File: src/hw/rtl/sliding_window_mode_filter_assert.svh
// ----------------------------------------------------------------------------
// Sliding window mode filter assertion macros
// Concurrent assertion wrappers clocked on clk_i and disabled in reset.
// ----------------------------------------------------------------------------
`ifndef SLIDING_WINDOW_MODE_FILTER_ASSERT_SVH
`define SLIDING_WINDOW_MODE_FILTER_ASSERT_SVH

// property must hold at every edge out of reset
`define SWMF_ASSERT(lbl, prop) \
  lbl: assert property (@(posedge clk_i) disable iff (!rst_ni) prop) \
    else $error("swmf assertion failed");

// expression must never be true out of reset
`define SWMF_ASSERT_NEVER(lbl, expr) \
  `SWMF_ASSERT(lbl, !(expr))

`endif

File: src/hw/rtl/swmf_pkg.sv
// ----------------------------------------------------------------------------
// Sliding window mode filter package
// Fixed register widths, reset values and the tally control word.
// ----------------------------------------------------------------------------
`default_nettype none

package swmf_pkg;

  localparam int unsigned CFG_W        = 5;
  localparam logic [CFG_W-1:0] LEN_RESET = 5'd8;
  localparam int unsigned NEW_COUNT_W  = 8;

  typedef struct packed {
    logic clear_best;
    logic clear_freq;
    logic count;
    logic commit;
  } tally_ctrl_t;

endpackage

`default_nettype wire

File: src/hw/rtl/sliding_window_mode_filter.sv
// Flow: no new word is taken until the last result is handed to the output;
// the busy period is set by the match scan, one compare per cycle on the shared
// tally unit fed by the store's second read port.
// Reset: window length 8, fill 0; the count store is not cleared.
// ----------------------------------------------------------------------------
// Sliding window mode filter
// Keeps the most recent counts and returns the most frequent one with the fill.
// ----------------------------------------------------------------------------
`default_nettype none

`include "sliding_window_mode_filter_assert.svh"

module sliding_window_mode_filter import swmf_pkg::*; #(
  parameter int unsigned WINDOW_MAX = 16,
  parameter int unsigned COUNT_BITS = 8,
  localparam int unsigned FILL_W    = $clog2(WINDOW_MAX + 1),
  localparam int unsigned OUT_W     = ((COUNT_BITS + 2 * FILL_W + 7) / 8) * 8
) (
  input  wire logic                   clk_i,
  input  wire logic                   rst_ni,
  input  wire logic                   cfg_we_i,
  input  wire logic [CFG_W-1:0]       cfg_wdata_i,      // window_length
  input  wire logic                   s_axis_tvalid,
  output logic                        s_axis_tready,
  input  wire logic [NEW_COUNT_W-1:0] s_axis_tdata,     // [7:0] new_count
  output logic                        m_axis_tvalid,
  input  wire logic                   m_axis_tready,
  output logic      [OUT_W-1:0]       m_axis_tdata      // mode_value, mode_frequency,
                                                        // window_fill, zero pad
);

  localparam int unsigned PTR_W = (WINDOW_MAX > 1) ? $clog2(WINDOW_MAX) : 1;
  localparam int unsigned CMP_W = ((FILL_W > CFG_W) ? FILL_W : CFG_W) + 1;
  localparam int unsigned SAT_W = (COUNT_BITS > NEW_COUNT_W) ? COUNT_BITS : NEW_COUNT_W;
  localparam logic [SAT_W-1:0] CMAX = SAT_W'((64'd1 << COUNT_BITS) - 64'd1);
  localparam logic [PTR_W-1:0] PTR_LAST = PTR_W'(WINDOW_MAX - 1);

  localparam logic [2:0] S_IDLE   = 3'd0;
  localparam logic [2:0] S_ISSUE  = 3'd1;
  localparam logic [2:0] S_SCAN   = 3'd2;
  localparam logic [2:0] S_COMMIT = 3'd3;
  localparam logic [2:0] S_DONE   = 3'd4;

  logic [2:0]            state_q, state_d;
  logic [CFG_W-1:0]      len_q;
  logic [FILL_W-1:0]     fill_q, fill_d;
  logic [PTR_W-1:0]      wr_ptr_q, wr_ptr_d;
  logic [PTR_W-1:0]      newest_q, newest_d;
  logic [PTR_W-1:0]      ptr_i_q, ptr_i_d;
  logic [PTR_W-1:0]      ptr_j_q, ptr_j_d;
  logic [FILL_W-1:0]     i_cnt_q, i_cnt_d;
  logic [FILL_W-1:0]     j_cnt_q, j_cnt_d;
  logic                  out_valid_q, out_valid_d;
  logic [COUNT_BITS-1:0] out_val_q, out_val_d;
  logic [FILL_W-1:0]     out_freq_q, out_freq_d;
  logic [FILL_W-1:0]     out_fill_q, out_fill_d;

  logic                  in_acc;
  logic [SAT_W-1:0]      v_ext;
  logic [COUNT_BITS-1:0] v_sat;
  logic [CMP_W-1:0]      len_ext, eff_len, fill_inc, new_fill;
  logic                  we;
  logic [PTR_W-1:0]      raddr_b;
  logic [COUNT_BITS-1:0] rdata_a, rdata_b;
  tally_ctrl_t           tctrl;
  logic [COUNT_BITS-1:0] best_val;
  logic [FILL_W-1:0]     best_freq;

  function automatic logic [PTR_W-1:0] ptr_dec(input logic [PTR_W-1:0] p);
    logic [PTR_W-1:0] r;
    r = (p == '0) ? PTR_LAST : p - PTR_W'(1);
    return r;
  endfunction

  assign s_axis_tready = (state_q == S_IDLE);
  assign in_acc        = s_axis_tvalid && s_axis_tready;

  assign v_ext = SAT_W'(s_axis_tdata);
  assign v_sat = (v_ext > CMAX) ? CMAX[COUNT_BITS-1:0] : v_ext[COUNT_BITS-1:0];

  assign len_ext  = CMP_W'(len_q);
  assign eff_len  = (len_ext == '0) ? CMP_W'(1) :
                    ((len_ext > CMP_W'(WINDOW_MAX)) ? CMP_W'(WINDOW_MAX) : len_ext);
  assign fill_inc = CMP_W'(fill_q) + CMP_W'(1);
  assign new_fill = (fill_inc > eff_len) ? eff_len : fill_inc;

  assign we      = in_acc;
  assign raddr_b = (state_q == S_ISSUE) ? newest_q : ptr_j_q;

  always_comb begin
    state_d     = state_q;
    fill_d      = fill_q;
    wr_ptr_d    = wr_ptr_q;
    newest_d    = newest_q;
    ptr_i_d     = ptr_i_q;
    ptr_j_d     = ptr_j_q;
    i_cnt_d     = i_cnt_q;
    j_cnt_d     = j_cnt_q;
    out_valid_d = out_valid_q;
    out_val_d   = out_val_q;
    out_freq_d  = out_freq_q;
    out_fill_d  = out_fill_q;
    tctrl       = '0;

    if (m_axis_tvalid && m_axis_tready) begin
      out_valid_d = 1'b0;
    end

    case (state_q)
      S_IDLE: begin
        if (in_acc) begin
          tctrl.clear_best = 1'b1;
          fill_d   = FILL_W'(new_fill);
          newest_d = wr_ptr_q;
          ptr_i_d  = wr_ptr_q;
          wr_ptr_d = (wr_ptr_q == PTR_LAST) ? '0 : wr_ptr_q + PTR_W'(1);
          i_cnt_d  = '0;
          state_d  = S_ISSUE;
        end
      end
      S_ISSUE: begin
        tctrl.clear_freq = 1'b1;
        ptr_j_d = ptr_dec(newest_q);
        j_cnt_d = FILL_W'(1);
        state_d = S_SCAN;
      end
      S_SCAN: begin
        tctrl.count = 1'b1;
        if (j_cnt_q == fill_q) begin
          state_d = S_COMMIT;
        end else begin
          ptr_j_d = ptr_dec(ptr_j_q);
          j_cnt_d = j_cnt_q + FILL_W'(1);
        end
      end
      S_COMMIT: begin
        tctrl.commit = 1'b1;
        ptr_i_d = ptr_dec(ptr_i_q);
        i_cnt_d = i_cnt_q + FILL_W'(1);
        state_d = ((i_cnt_q + FILL_W'(1)) == fill_q) ? S_DONE : S_ISSUE;
      end
      S_DONE: begin
        if (!m_axis_tvalid || m_axis_tready) begin
          out_valid_d = 1'b1;
          out_val_d   = best_val;
          out_freq_d  = best_freq;
          out_fill_d  = fill_q;
          state_d     = S_IDLE;
        end
      end
      default: begin
        state_d = S_IDLE;
      end
    endcase
  end

  always_ff @(posedge clk_i or negedge rst_ni) begin
    if (!rst_ni) begin
      state_q     <= S_IDLE;
      len_q       <= LEN_RESET;
      fill_q      <= '0;
      wr_ptr_q    <= '0;
      newest_q    <= '0;
      ptr_i_q     <= '0;
      ptr_j_q     <= '0;
      i_cnt_q     <= '0;
      j_cnt_q     <= '0;
      out_valid_q <= 1'b0;
    end else begin
      state_q     <= state_d;
      if (cfg_we_i) begin
        len_q <= cfg_wdata_i;
      end
      fill_q      <= fill_d;
      wr_ptr_q    <= wr_ptr_d;
      newest_q    <= newest_d;
      ptr_i_q     <= ptr_i_d;
      ptr_j_q     <= ptr_j_d;
      i_cnt_q     <= i_cnt_d;
      j_cnt_q     <= j_cnt_d;
      out_valid_q <= out_valid_d;
    end
  end

  always_ff @(posedge clk_i) begin
    out_val_q  <= out_val_d;
    out_freq_q <= out_freq_d;
    out_fill_q <= out_fill_d;
  end

  swmf_window_ram #(
    .DEPTH (WINDOW_MAX),
    .WIDTH (COUNT_BITS),
    .AW    (PTR_W)
  ) u_ram (
    .clk_i     (clk_i),
    .we_i      (we),
    .waddr_i   (wr_ptr_q),
    .wdata_i   (v_sat),
    .raddr_a_i (ptr_i_q),
    .raddr_b_i (raddr_b),
    .rdata_a_o (rdata_a),
    .rdata_b_o (rdata_b)
  );

  swmf_tally #(
    .COUNT_BITS (COUNT_BITS),
    .FILL_W     (FILL_W)
  ) u_tally (
    .clk_i       (clk_i),
    .rst_ni      (rst_ni),
    .ctrl_i      (tctrl),
    .cand_i      (rdata_a),
    .probe_i     (rdata_b),
    .best_val_o  (best_val),
    .best_freq_o (best_freq)
  );

  assign m_axis_tvalid = out_valid_q;
  assign m_axis_tdata  = OUT_W'({out_fill_q, out_freq_q, out_val_q});

  `SWMF_ASSERT(a_busy_after_accept, in_acc |=> !s_axis_tready)
  `SWMF_ASSERT_NEVER(a_fill_over_max, fill_q > FILL_W'(WINDOW_MAX))
  `SWMF_ASSERT(a_freq_in_fill, out_valid_q |-> (out_freq_q != '0 && out_freq_q <= out_fill_q))
  `SWMF_ASSERT_NEVER(a_scan_past_fill, (state_q == S_SCAN) && (j_cnt_q > fill_q))

endmodule

`default_nettype wire

File: src/hw/rtl/swmf_window_ram.sv
// ----------------------------------------------------------------------------
// Sliding window mode filter count store
// One write port and two registered read ports over the circular window.
// ----------------------------------------------------------------------------
`default_nettype none

module swmf_window_ram #(
  parameter int unsigned DEPTH = 16,
  parameter int unsigned WIDTH = 8,
  parameter int unsigned AW    = 4
) (
  input  wire logic             clk_i,
  input  wire logic             we_i,
  input  wire logic [AW-1:0]    waddr_i,
  input  wire logic [WIDTH-1:0] wdata_i,
  input  wire logic [AW-1:0]    raddr_a_i,
  input  wire logic [AW-1:0]    raddr_b_i,
  output logic      [WIDTH-1:0] rdata_a_o,
  output logic      [WIDTH-1:0] rdata_b_o
);

  logic [WIDTH-1:0] mem_q [DEPTH];

  always_ff @(posedge clk_i) begin
    if (we_i) begin
      mem_q[waddr_i] <= wdata_i;
    end
  end

  always_ff @(posedge clk_i) begin
    rdata_a_o <= mem_q[raddr_a_i];
    rdata_b_o <= mem_q[raddr_b_i];
  end

endmodule

`default_nettype wire

File: src/hw/rtl/swmf_tally.sv
// ----------------------------------------------------------------------------
// Sliding window mode filter tally unit
// Shared compare unit: counts matches of a candidate and keeps the best one.
// ----------------------------------------------------------------------------
`default_nettype none

module swmf_tally import swmf_pkg::*; #(
  parameter int unsigned COUNT_BITS = 8,
  parameter int unsigned FILL_W     = 5
) (
  input  wire logic                  clk_i,
  input  wire logic                  rst_ni,
  input  wire tally_ctrl_t           ctrl_i,
  input  wire logic [COUNT_BITS-1:0] cand_i,
  input  wire logic [COUNT_BITS-1:0] probe_i,
  output logic      [COUNT_BITS-1:0] best_val_o,
  output logic      [FILL_W-1:0]     best_freq_o
);

  logic [FILL_W-1:0]     freq_q, freq_d;
  logic [COUNT_BITS-1:0] best_val_q, best_val_d;
  logic [FILL_W-1:0]     best_freq_q, best_freq_d;
  logic                  better;

  assign better = (freq_q > best_freq_q) ||
                  ((freq_q == best_freq_q) && (cand_i < best_val_q));

  always_comb begin
    freq_d      = freq_q;
    best_val_d  = best_val_q;
    best_freq_d = best_freq_q;
    if (ctrl_i.clear_freq) begin
      freq_d = '0;
    end else if (ctrl_i.count && (cand_i == probe_i)) begin
      freq_d = freq_q + FILL_W'(1);
    end
    if (ctrl_i.clear_best) begin
      best_val_d  = '0;
      best_freq_d = '0;
    end else if (ctrl_i.commit && better) begin
      best_val_d  = cand_i;
      best_freq_d = freq_q;
    end
  end

  always_ff @(posedge clk_i or negedge rst_ni) begin
    if (!rst_ni) begin
      freq_q      <= '0;
      best_freq_q <= '0;
    end else begin
      freq_q      <= freq_d;
      best_freq_q <= best_freq_d;
    end
  end

  always_ff @(posedge clk_i) begin
    best_val_q <= best_val_d;
  end

  assign best_val_o  = best_val_q;
  assign best_freq_o = best_freq_q;

endmodule

`default_nettype wire
File: config.mk
export PLATFORM = sky130hd
export DESIGN_NAME = sliding_window_mode_filter
export DESIGN_NICKNAME = d
export VERILOG_FILES = /design/src/hw/rtl/swmf_pkg.sv /design/src/hw/rtl/sliding_window_mode_filter.sv /design/src/hw/rtl/swmf_window_ram.sv /design/src/hw/rtl/swmf_tally.sv
export VERILOG_INCLUDE_DIRS = /design/src /design/src/hw/rtl
export SDC_FILE = /design/constraint.sdc
export NUM_CORES = 1
export LEC_CHECK = 0
export BUFFER_PORTS_ARGS = -buffer_cell sky130_fd_sc_hd__buf_2
export CAP_MARGIN = 10
export CORE_MARGIN = 5
export CORE_UTILIZATION = 59
export DETAILED_ROUTE_END_ITERATION = 6
export HOLD_SLACK_MARGIN = 0.06
export PLACE_DENSITY = 0.84
export REMOVE_ABC_BUFFERS = 1
export SLEW_MARGIN = 30
export SYNTH_ARGS = -nofsm -noshare
export SYNTH_HDL_FRONTEND = slang
export SYNTH_SLANG_ARGS = --single-unit
File: constraint.sdc
create_clock -name clk_i -period 3.9 [get_ports clk_i]
set_input_delay 0.39 -clock clk_i [delete_from_list [all_inputs] [get_ports clk_i]]
set_output_delay 0.39 -clock clk_i [all_outputs]
set_load 0.02 [all_outputs]
=== Word level (Yosys, flattened, before mapping) ===
Memory sizes are Yosys's and may differ from the RTL's. A register that Yosys moved wholly into a read port is not among the register bits.
Index checks and enable logic that the tools add are counted.

* Flip-flop bits (word level): 76
* Bits in writable memories: 128
* Bits of input ports: 18
* Output and inout bits: 26
* Logic and storage cells: 100
* Memories kept: 1

* Add/sub/neg operators: 8
* Order comparisons: 5
* Equality and inequality tests: 13
* Mux-type cells: 35
* Reduce and logical (&&, ||, !) cells: 22

{| class="wikitable"
|+ Memories
! name !! depth !! width !! read ports !! clocked after Yosys merged registers in !! write ports !! line !! RTL
|-
| u_ram.mem_q || 16 || 8 || 2 || 2 || 1 || swmf_window_ram.sv:22 || <nowiki>logic [WIDTH-1:0] mem_q [DEPTH];</nowiki>
|}

{| class="wikitable"
|+ Operators with widths
! cell !! count
|-
| $mux 5 || 9
|-
| $mux 4 || 7
|-
| $pmux 5 s2 || 2
|-
| $pmux 4 s2 || 2
|-
| $add 5x1->5 const B || 3
|-
| $eq 5x5->1 || 3
|-
| $pmux 3 s5 || 1
|-
| $logic_not 4->1 || 3
|-
| $mux 3 || 4
|-
| $sub 4x1->4 const B || 3
|-
| $mux 1 || 9
|-
| $eq 8x8->1 || 1
|-
| $gt 8x8->1 const B || 1
|-
| $lt 8x8->1 || 1
|-
| $mux 8 || 1
|-
| $reduce_and 2->1 || 4
|-
| $reduce_bool 2->1 || 4
|-
| $add 5x1->6 const B || 1
|-
| $eq 3x2->1 const B || 2
|-
| $gt 6x5->1 || 1
|-
| $logic_not 6->1 || 1
|-
| $ne 2x2->1 const B || 3
|-
| $gt 5x5->1 || 1
|-
| $gt 5x5->1 const B || 1
|-
| other kinds (10) || 15
|}

=== Longest topological paths before layout ===
* Depth after elaboration: 6
* Gate-level depth with buffers: 9

=== Modules after synthesis ===
A second synthesis with hierarchy kept.

* Cell total of the unflattened synthesis: 739
* Area total of the unflattened synthesis: 10740.3 um2

{| class="wikitable"
|+ By module, submodules not included
! module !! times used !! cells each !! area each (um2)
|-
| swmf_window_ram || 1 || 307 || 6344.8
|-
| sliding_window_mode_filter || 1 || 296 || 3091.7
|-
| swmf_tally || 1 || 136 || 1303.8
|}

=== Least setup slack after synthesis ===
No wires, ideal clock.

* Path type: reg2reg
* From: register fill_q[0]
* To: register fill_q[1]
* Setup time: 0.125 ns
* Arrival time: 2.603 ns
* Setup slack: 1.172 ns
* Stages on the path, launching flop included: 9
* Buffers on the path: 0
* Period minus slack after synthesis: 2.728 ns
* Cell sequence: dfrtp_1 > ha_1 > xor2_1 > ha_1 > a21o_1 > a2111oi_0 > o22ai_1 > mux2i_1 > mux2_2

* Longest elaborated chain between the ends: 3

{| class="wikitable"
|+ RTL lines
! item !! line !! RTL
|-
| from (decl) || sliding_window_mode_filter.sv:46 || <nowiki>logic [FILL_W-1:0] fill_q, fill_d;</nowiki>
|-
| from (signal assigned) || sliding_window_mode_filter.sv:174 || <nowiki>fill_q <= fill_d;</nowiki>
|-
| $add 5x1->6 (*) || sliding_window_mode_filter.sv:84 || <nowiki>assign fill_inc = CMP_W'(fill_q) + CMP_W'(1);</nowiki>
|-
| $gt 6x5->1 || sliding_window_mode_filter.sv:85 || <nowiki>assign new_fill = (fill_inc > eff_len) ? eff_len : fill_inc;</nowiki>
|-
| $mux 5 (*) || sliding_window_mode_filter.sv:85 ||
|}

Every way passes the cells marked *; elsewhere a longest branch is shown, timed or not.
A chain may end at the register's enable or synchronous reset.

=== Final worst setup path ===
Same ends and word-level chain as after synthesis.

==> PnR_summary.wiki <==
{| class="wikitable"
! Metric !! Value
|-
| Depth of the CTS H-tree || 1
|-
| Net count of the finished layout || 889
|-
| Worst Path Arrival || ~3.5 ns
|-
| Final number of max-transition violations || 0
|-
| Async set-or-reset flop fraction in the synthesized netlist || 22.7%
|-
| Fmax || 323 MHz
|-
| Critical-path cell with the highest stage delay || a2111oi_0
|-
| Critical Path Source || fill_q[0]$_DFFE_PN0P_
|-
| Num CTS Buffers || 24
|-
| Category of the worst setup path launch point || flop
|-
| EDFF count, synth || approximately 150
|-
| Arithmetic-cell share of the synthesized area counting full adders, half adders and majority gates || under 10%
|-
| Multiplexer share of the synthesized area || 24.4%
|-
| Total setup buffers inserted after CTS || 0
|-
| Final weighted congestion in routability-driven placement || around 0.86
|-
| Share of post-route cells with drive strength above 1 || 24.6%
|-
| Post-route clock skew || 0.0121 ns
|-
| Number of cell rows || 51
|-
| Root buffer cell || clkbuf_16
|-
| Worst slew slack as a fraction of its limit || 34.5%
|-
| Max-cap check violation count || 0
|-
| TritonCTS clock tree || yes
|-
| Avg Inst Size Synth || 14.2 µm²
|-
| Aggregate negative setup slack || 0 ns
|-
| Maximum fanout count along the critical path || 8
|-
| Final hold violations || 0
|-
| Die boundary width || ~150 µm
|-
| Status || finished, final reports clean
|-
| Die outline height || 149 µm
|-
| Largest delay contributor family on the critical path || compound AO/OA/AOI/OAI gates
|-
| Routed len/inst || 23.1 µm
|-
| Worst slew pin tran || 0.982 ns
|-
| Cells after synthesis || between 800 and 900
|-
| Overall Global Routing Usage || 23.7%
|-
| Unrepaired setup endpoints after global routing || false
|-
| Total Wirelength || around 26000 µm
|-
| VDD IR max || 439 µV
|-
| XOR/XNOR share of the synthesized area || under 10%
|-
| Floorplan die area || ~22000 µm²
|-
| Crit. End Element || flop
|-
| Delay of the slowest cell on the worst path || 0.73 ns
|-
| I/O Buffers || 37
|-
| Category of the critical setup timing path || reg -> reg
|-
| Share of synthesized cell area in and, or, nand and nor gates || 7.02%
|-
| Cell occurring most often along the worst timing path || ha_1
|-
| Synthesized area || around 11000 µm²
|-
| Critical register-to-register path startpoint || fill_q[0]$_DFFE_PN0P_
|-
| Setup violation total in the final timing report || 0
|-
| Initial antenna violation count || 1
|-
| TritonRoute pass-1 iters || 7
|-
| Synthesized-area fraction occupied by ao, oa, aoi and oai cells || under 10%
|-
| Number of vias in the routed layout || ~7300
|-
| Most used DFF post-synth || edfxtp_1
|-
| Post-detailed-route via-to-cell ratio || 6.50
|-
| Beginning of the worst hold path || cfg_wdata_i[4]
|-
| Number of antenna diodes || 0
|-
| CTS-repair resized insts || 0
|-
| Flops & latches, synth || 220
|-
| Buffer and inverter count on the worst path || 0
|-
| Worst EP required || between 4 and 5 ns
|-
| Post-Place Cell Area || 11900 µm²
|-
| LEAKAGE || approximately 4.9 nW
|-
| Warning count from the yosys run || 0
|-
| Cell Pwr Density || 762 nW/µm²
|-
| Combinational family with the most area after synthesis || multiplexers
|-
| CP cell instances || ha_1, xor2_1, ha_1, a21o_1, a2111oi_0, o22ai_1, mux2i_1, mux2_2
|-
| Period utilisation layout || 79.3%
|-
| Final Cell Area || 12700 µm²
|-
| Initial Utilization || 59.3%
|-
| Clock insertion delay at the later pin of the skew report || 0.52 ns
|-
| Sequential share of the synthesized area || around 54%
|-
| Clock input transition at the sequential cells of the worst setup and hold paths || 0.06 ns
|-
| Number of distinct library cell variants in the gate-level netlist after synthesis || 59
|-
| Placeable core region || about 19000 µm²
|-
| Top-level port count || 44
|-
| Final ANT Viol Nets || 0
|-
| Maximum number of pins on one net before global-route repair || 32
|-
| Number of sinks on the clock net || 220
|-
| Post-route minimum period || 3.09 ns
|-
| Detail Placement HPWL || around 17000 µm
|-
| Synth-to-layout area growth || 11.3%
|-
| Largest buffer count on any clock path || 3
|-
| Global-route wire length before repair || 40500 µm
|-
| Path type of the worst min-delay path || in -> reg
|-
| GR Overflow Total || 0
|-
| Starting DRT DRC Count || 620
|-
| Post-detailed-route DRC marker count || 0
|-
| Number of global-route vias before repair || 7499
|}
Yosys cell counts (6+ instances only):
master | count | area, µm²
mux2_4 | 8 | 120
mux2i_1 | 77 | 771
inv_1 | 28 | 105
mux4_2 | 80 | 1800
or2_2 | 8 | 50.1
buf_4 | 6 | 45.0
dfrtp_1 | 49 | 1230
o21ai_0 | 29 | 145
o22ai_1 | 18 | 113
nor3_1 | 9 | 45.0
nand3_1 | 11 | 55.1
a22oi_1 | 8 | 60.1
a221oi_1 | 17 | 149
and2_1 | 14 | 87.6
ha_1 | 30 | 375
nand2_1 | 50 | 188
xnor2_1 | 9 | 78.8
edfxtp_1 | 146 | 4380
mux2_2 | 9 | 101
a21oi_1 | 14 | 70.1
clkbuf_1 | 30 | 113
xor2_1 | 17 | 149
nor2_1 | 37 | 139
buf_2 | 13 | 65.1
dfxtp_1 | 24 | 480
cell usage in the layout (no fill, tap or decap), types with 5 or more instances in the layout:
cell type	count
o22ai_1	18
nor2_1	35
dfrtp_1	44
edfxtp_1	146
xor2_1	17
a22oi_1	8
mux4_2	80
and3_1	5
clkbuf_16	25
a21oi_1	14
or2_2	8
mux2_2	9
nand2_1	50
nor3_1	9
clkinv_2	6
and2_1	14
buf_4	16
inv_1	28
dfxtp_1	24
a221oi_1	17
nand3_1	11
buf_2	37
nand2b_1	5
ha_1	30
conb_1	6
mux2_4	8
xnor2_1	9
o21ai_0	29
mux2i_1	77
metrics by stage:
step,hold WS (ns),setup slack (ns),total power (W),cells,util (%)
floorplan,0.0944,0.143,0.00614,760,-
global placement,0.400,0.972,0.00716,1079,61.7
detailed placement,0.411,0.862,0.00727,1079,61.7
CTS,0.0774,0.851,0.00967,1122,66.0
global route,0.105,0.648,0.0102,1122,66.0
finish,0.0921,0.808,0.00970,1122,66.0
kinds of logic after synthesis:
kind of cell	Yosys count
XOR/XNOR	26
multiplexers	174
adder cells (fa/ha/maj)	30
AO/OA/AOI/OAI	112
flip-flops	220
AND/OR/NAND/NOR	163
buffers and inverters	81
other	1
final timing paths:
| path | slack, ns | cells past startpoint | end |
|---|---|---|---|
| worst max-delay path | 0.81 | 8 | fill_q[1]$_DFFE_PN0P_ |
| worst min-delay path | 0.09 | 3 | len_q[4]$_DFFE_PN0P_ |
| worst max register to register | 0.81 | 8 | fill_q[1]$_DFFE_PN0P_ |
| worst min register to register | 0.43 | 0 | out_val_q[6]$_DFFE_PP_ |
| max in group asynchronous | 2.71 | 3 | ptr_j_q[1]$_DFFE_PN0P_ |
| min in group asynchronous | 0.40 | 2 | len_q[0]$_DFFE_PN0P_ |
per-layer routing:
layer  up-vias  global-route usage [%]  part of all wire (%)
li1       3212                       -                     -
met1      3617                    29.6                    37
met2       390                    40.8                    50
met3        72                    4.65                   9.3
met4         0                    9.89                   3.3
met5         -                       0                     0
registers in the layout (all words and copies together) (netlist names), 4 cells and up:
| signal | cells |
|---|---|
| u_ram.rdata_b_o | 8 |
| ptr_i_q | 4 |
| u_tally.best_val_o | 8 |
| ptr_j_q | 4 |
| u_tally.best_freq_o | 5 |
| u_tally.freq_q | 5 |
| u_ram.rdata_a_o | 8 |
| u_ram.mem_q | 128 |
| fill_q | 5 |
| newest_q | 4 |
| i_cnt_q | 5 |
| len_q | 5 |
| out_val_q | 8 |
| j_cnt_q | 5 |
| out_fill_q | 5 |
| wr_ptr_q | 4 |
| out_freq_q | 5 |
where the power goes:
| group | internal (W) | switching, W | leakage (nW) | total [W] |
|---|---|---|---|---|
| combinational | 0.00186 | 0.00197 | 2.38 | 0.00382 |
| sequential | 0.00286 | 0.000651 | 2.16 | 0.00351 |
| clock | 0.00147 | 0.000898 | 0.411 | 0.00237 |
| total | 0.00618 | 0.00352 | 4.94 | 0.00970 |
worst register-to-register path, cell delays in order (launching register included):
cell       delay (ns)
dfrtp_1          0.48
ha_1             0.28
xor2_1           0.16
ha_1             0.34
a21o_1           0.16
a2111oi_0        0.73
o22ai_1          0.37
mux2i_1          0.19
mux2_2           0.28
what timing repair did:
item / in CTS / in global routing
hold endpoints to repair: 21 / 0
setup endpoints to repair: 0 / 0
hold buffers: 1 / 0
final cells by class:
cell class                 count  area [µm²]
fill                        1335        6540
sequential                   220        6130
multi-input combinational    511        4990
clock buffer                  29         661
timing repair buffer          55         335
tap                          265         332
clock inverter                13         170
inverter                      29         109
(Power assumes the default switching activity.)
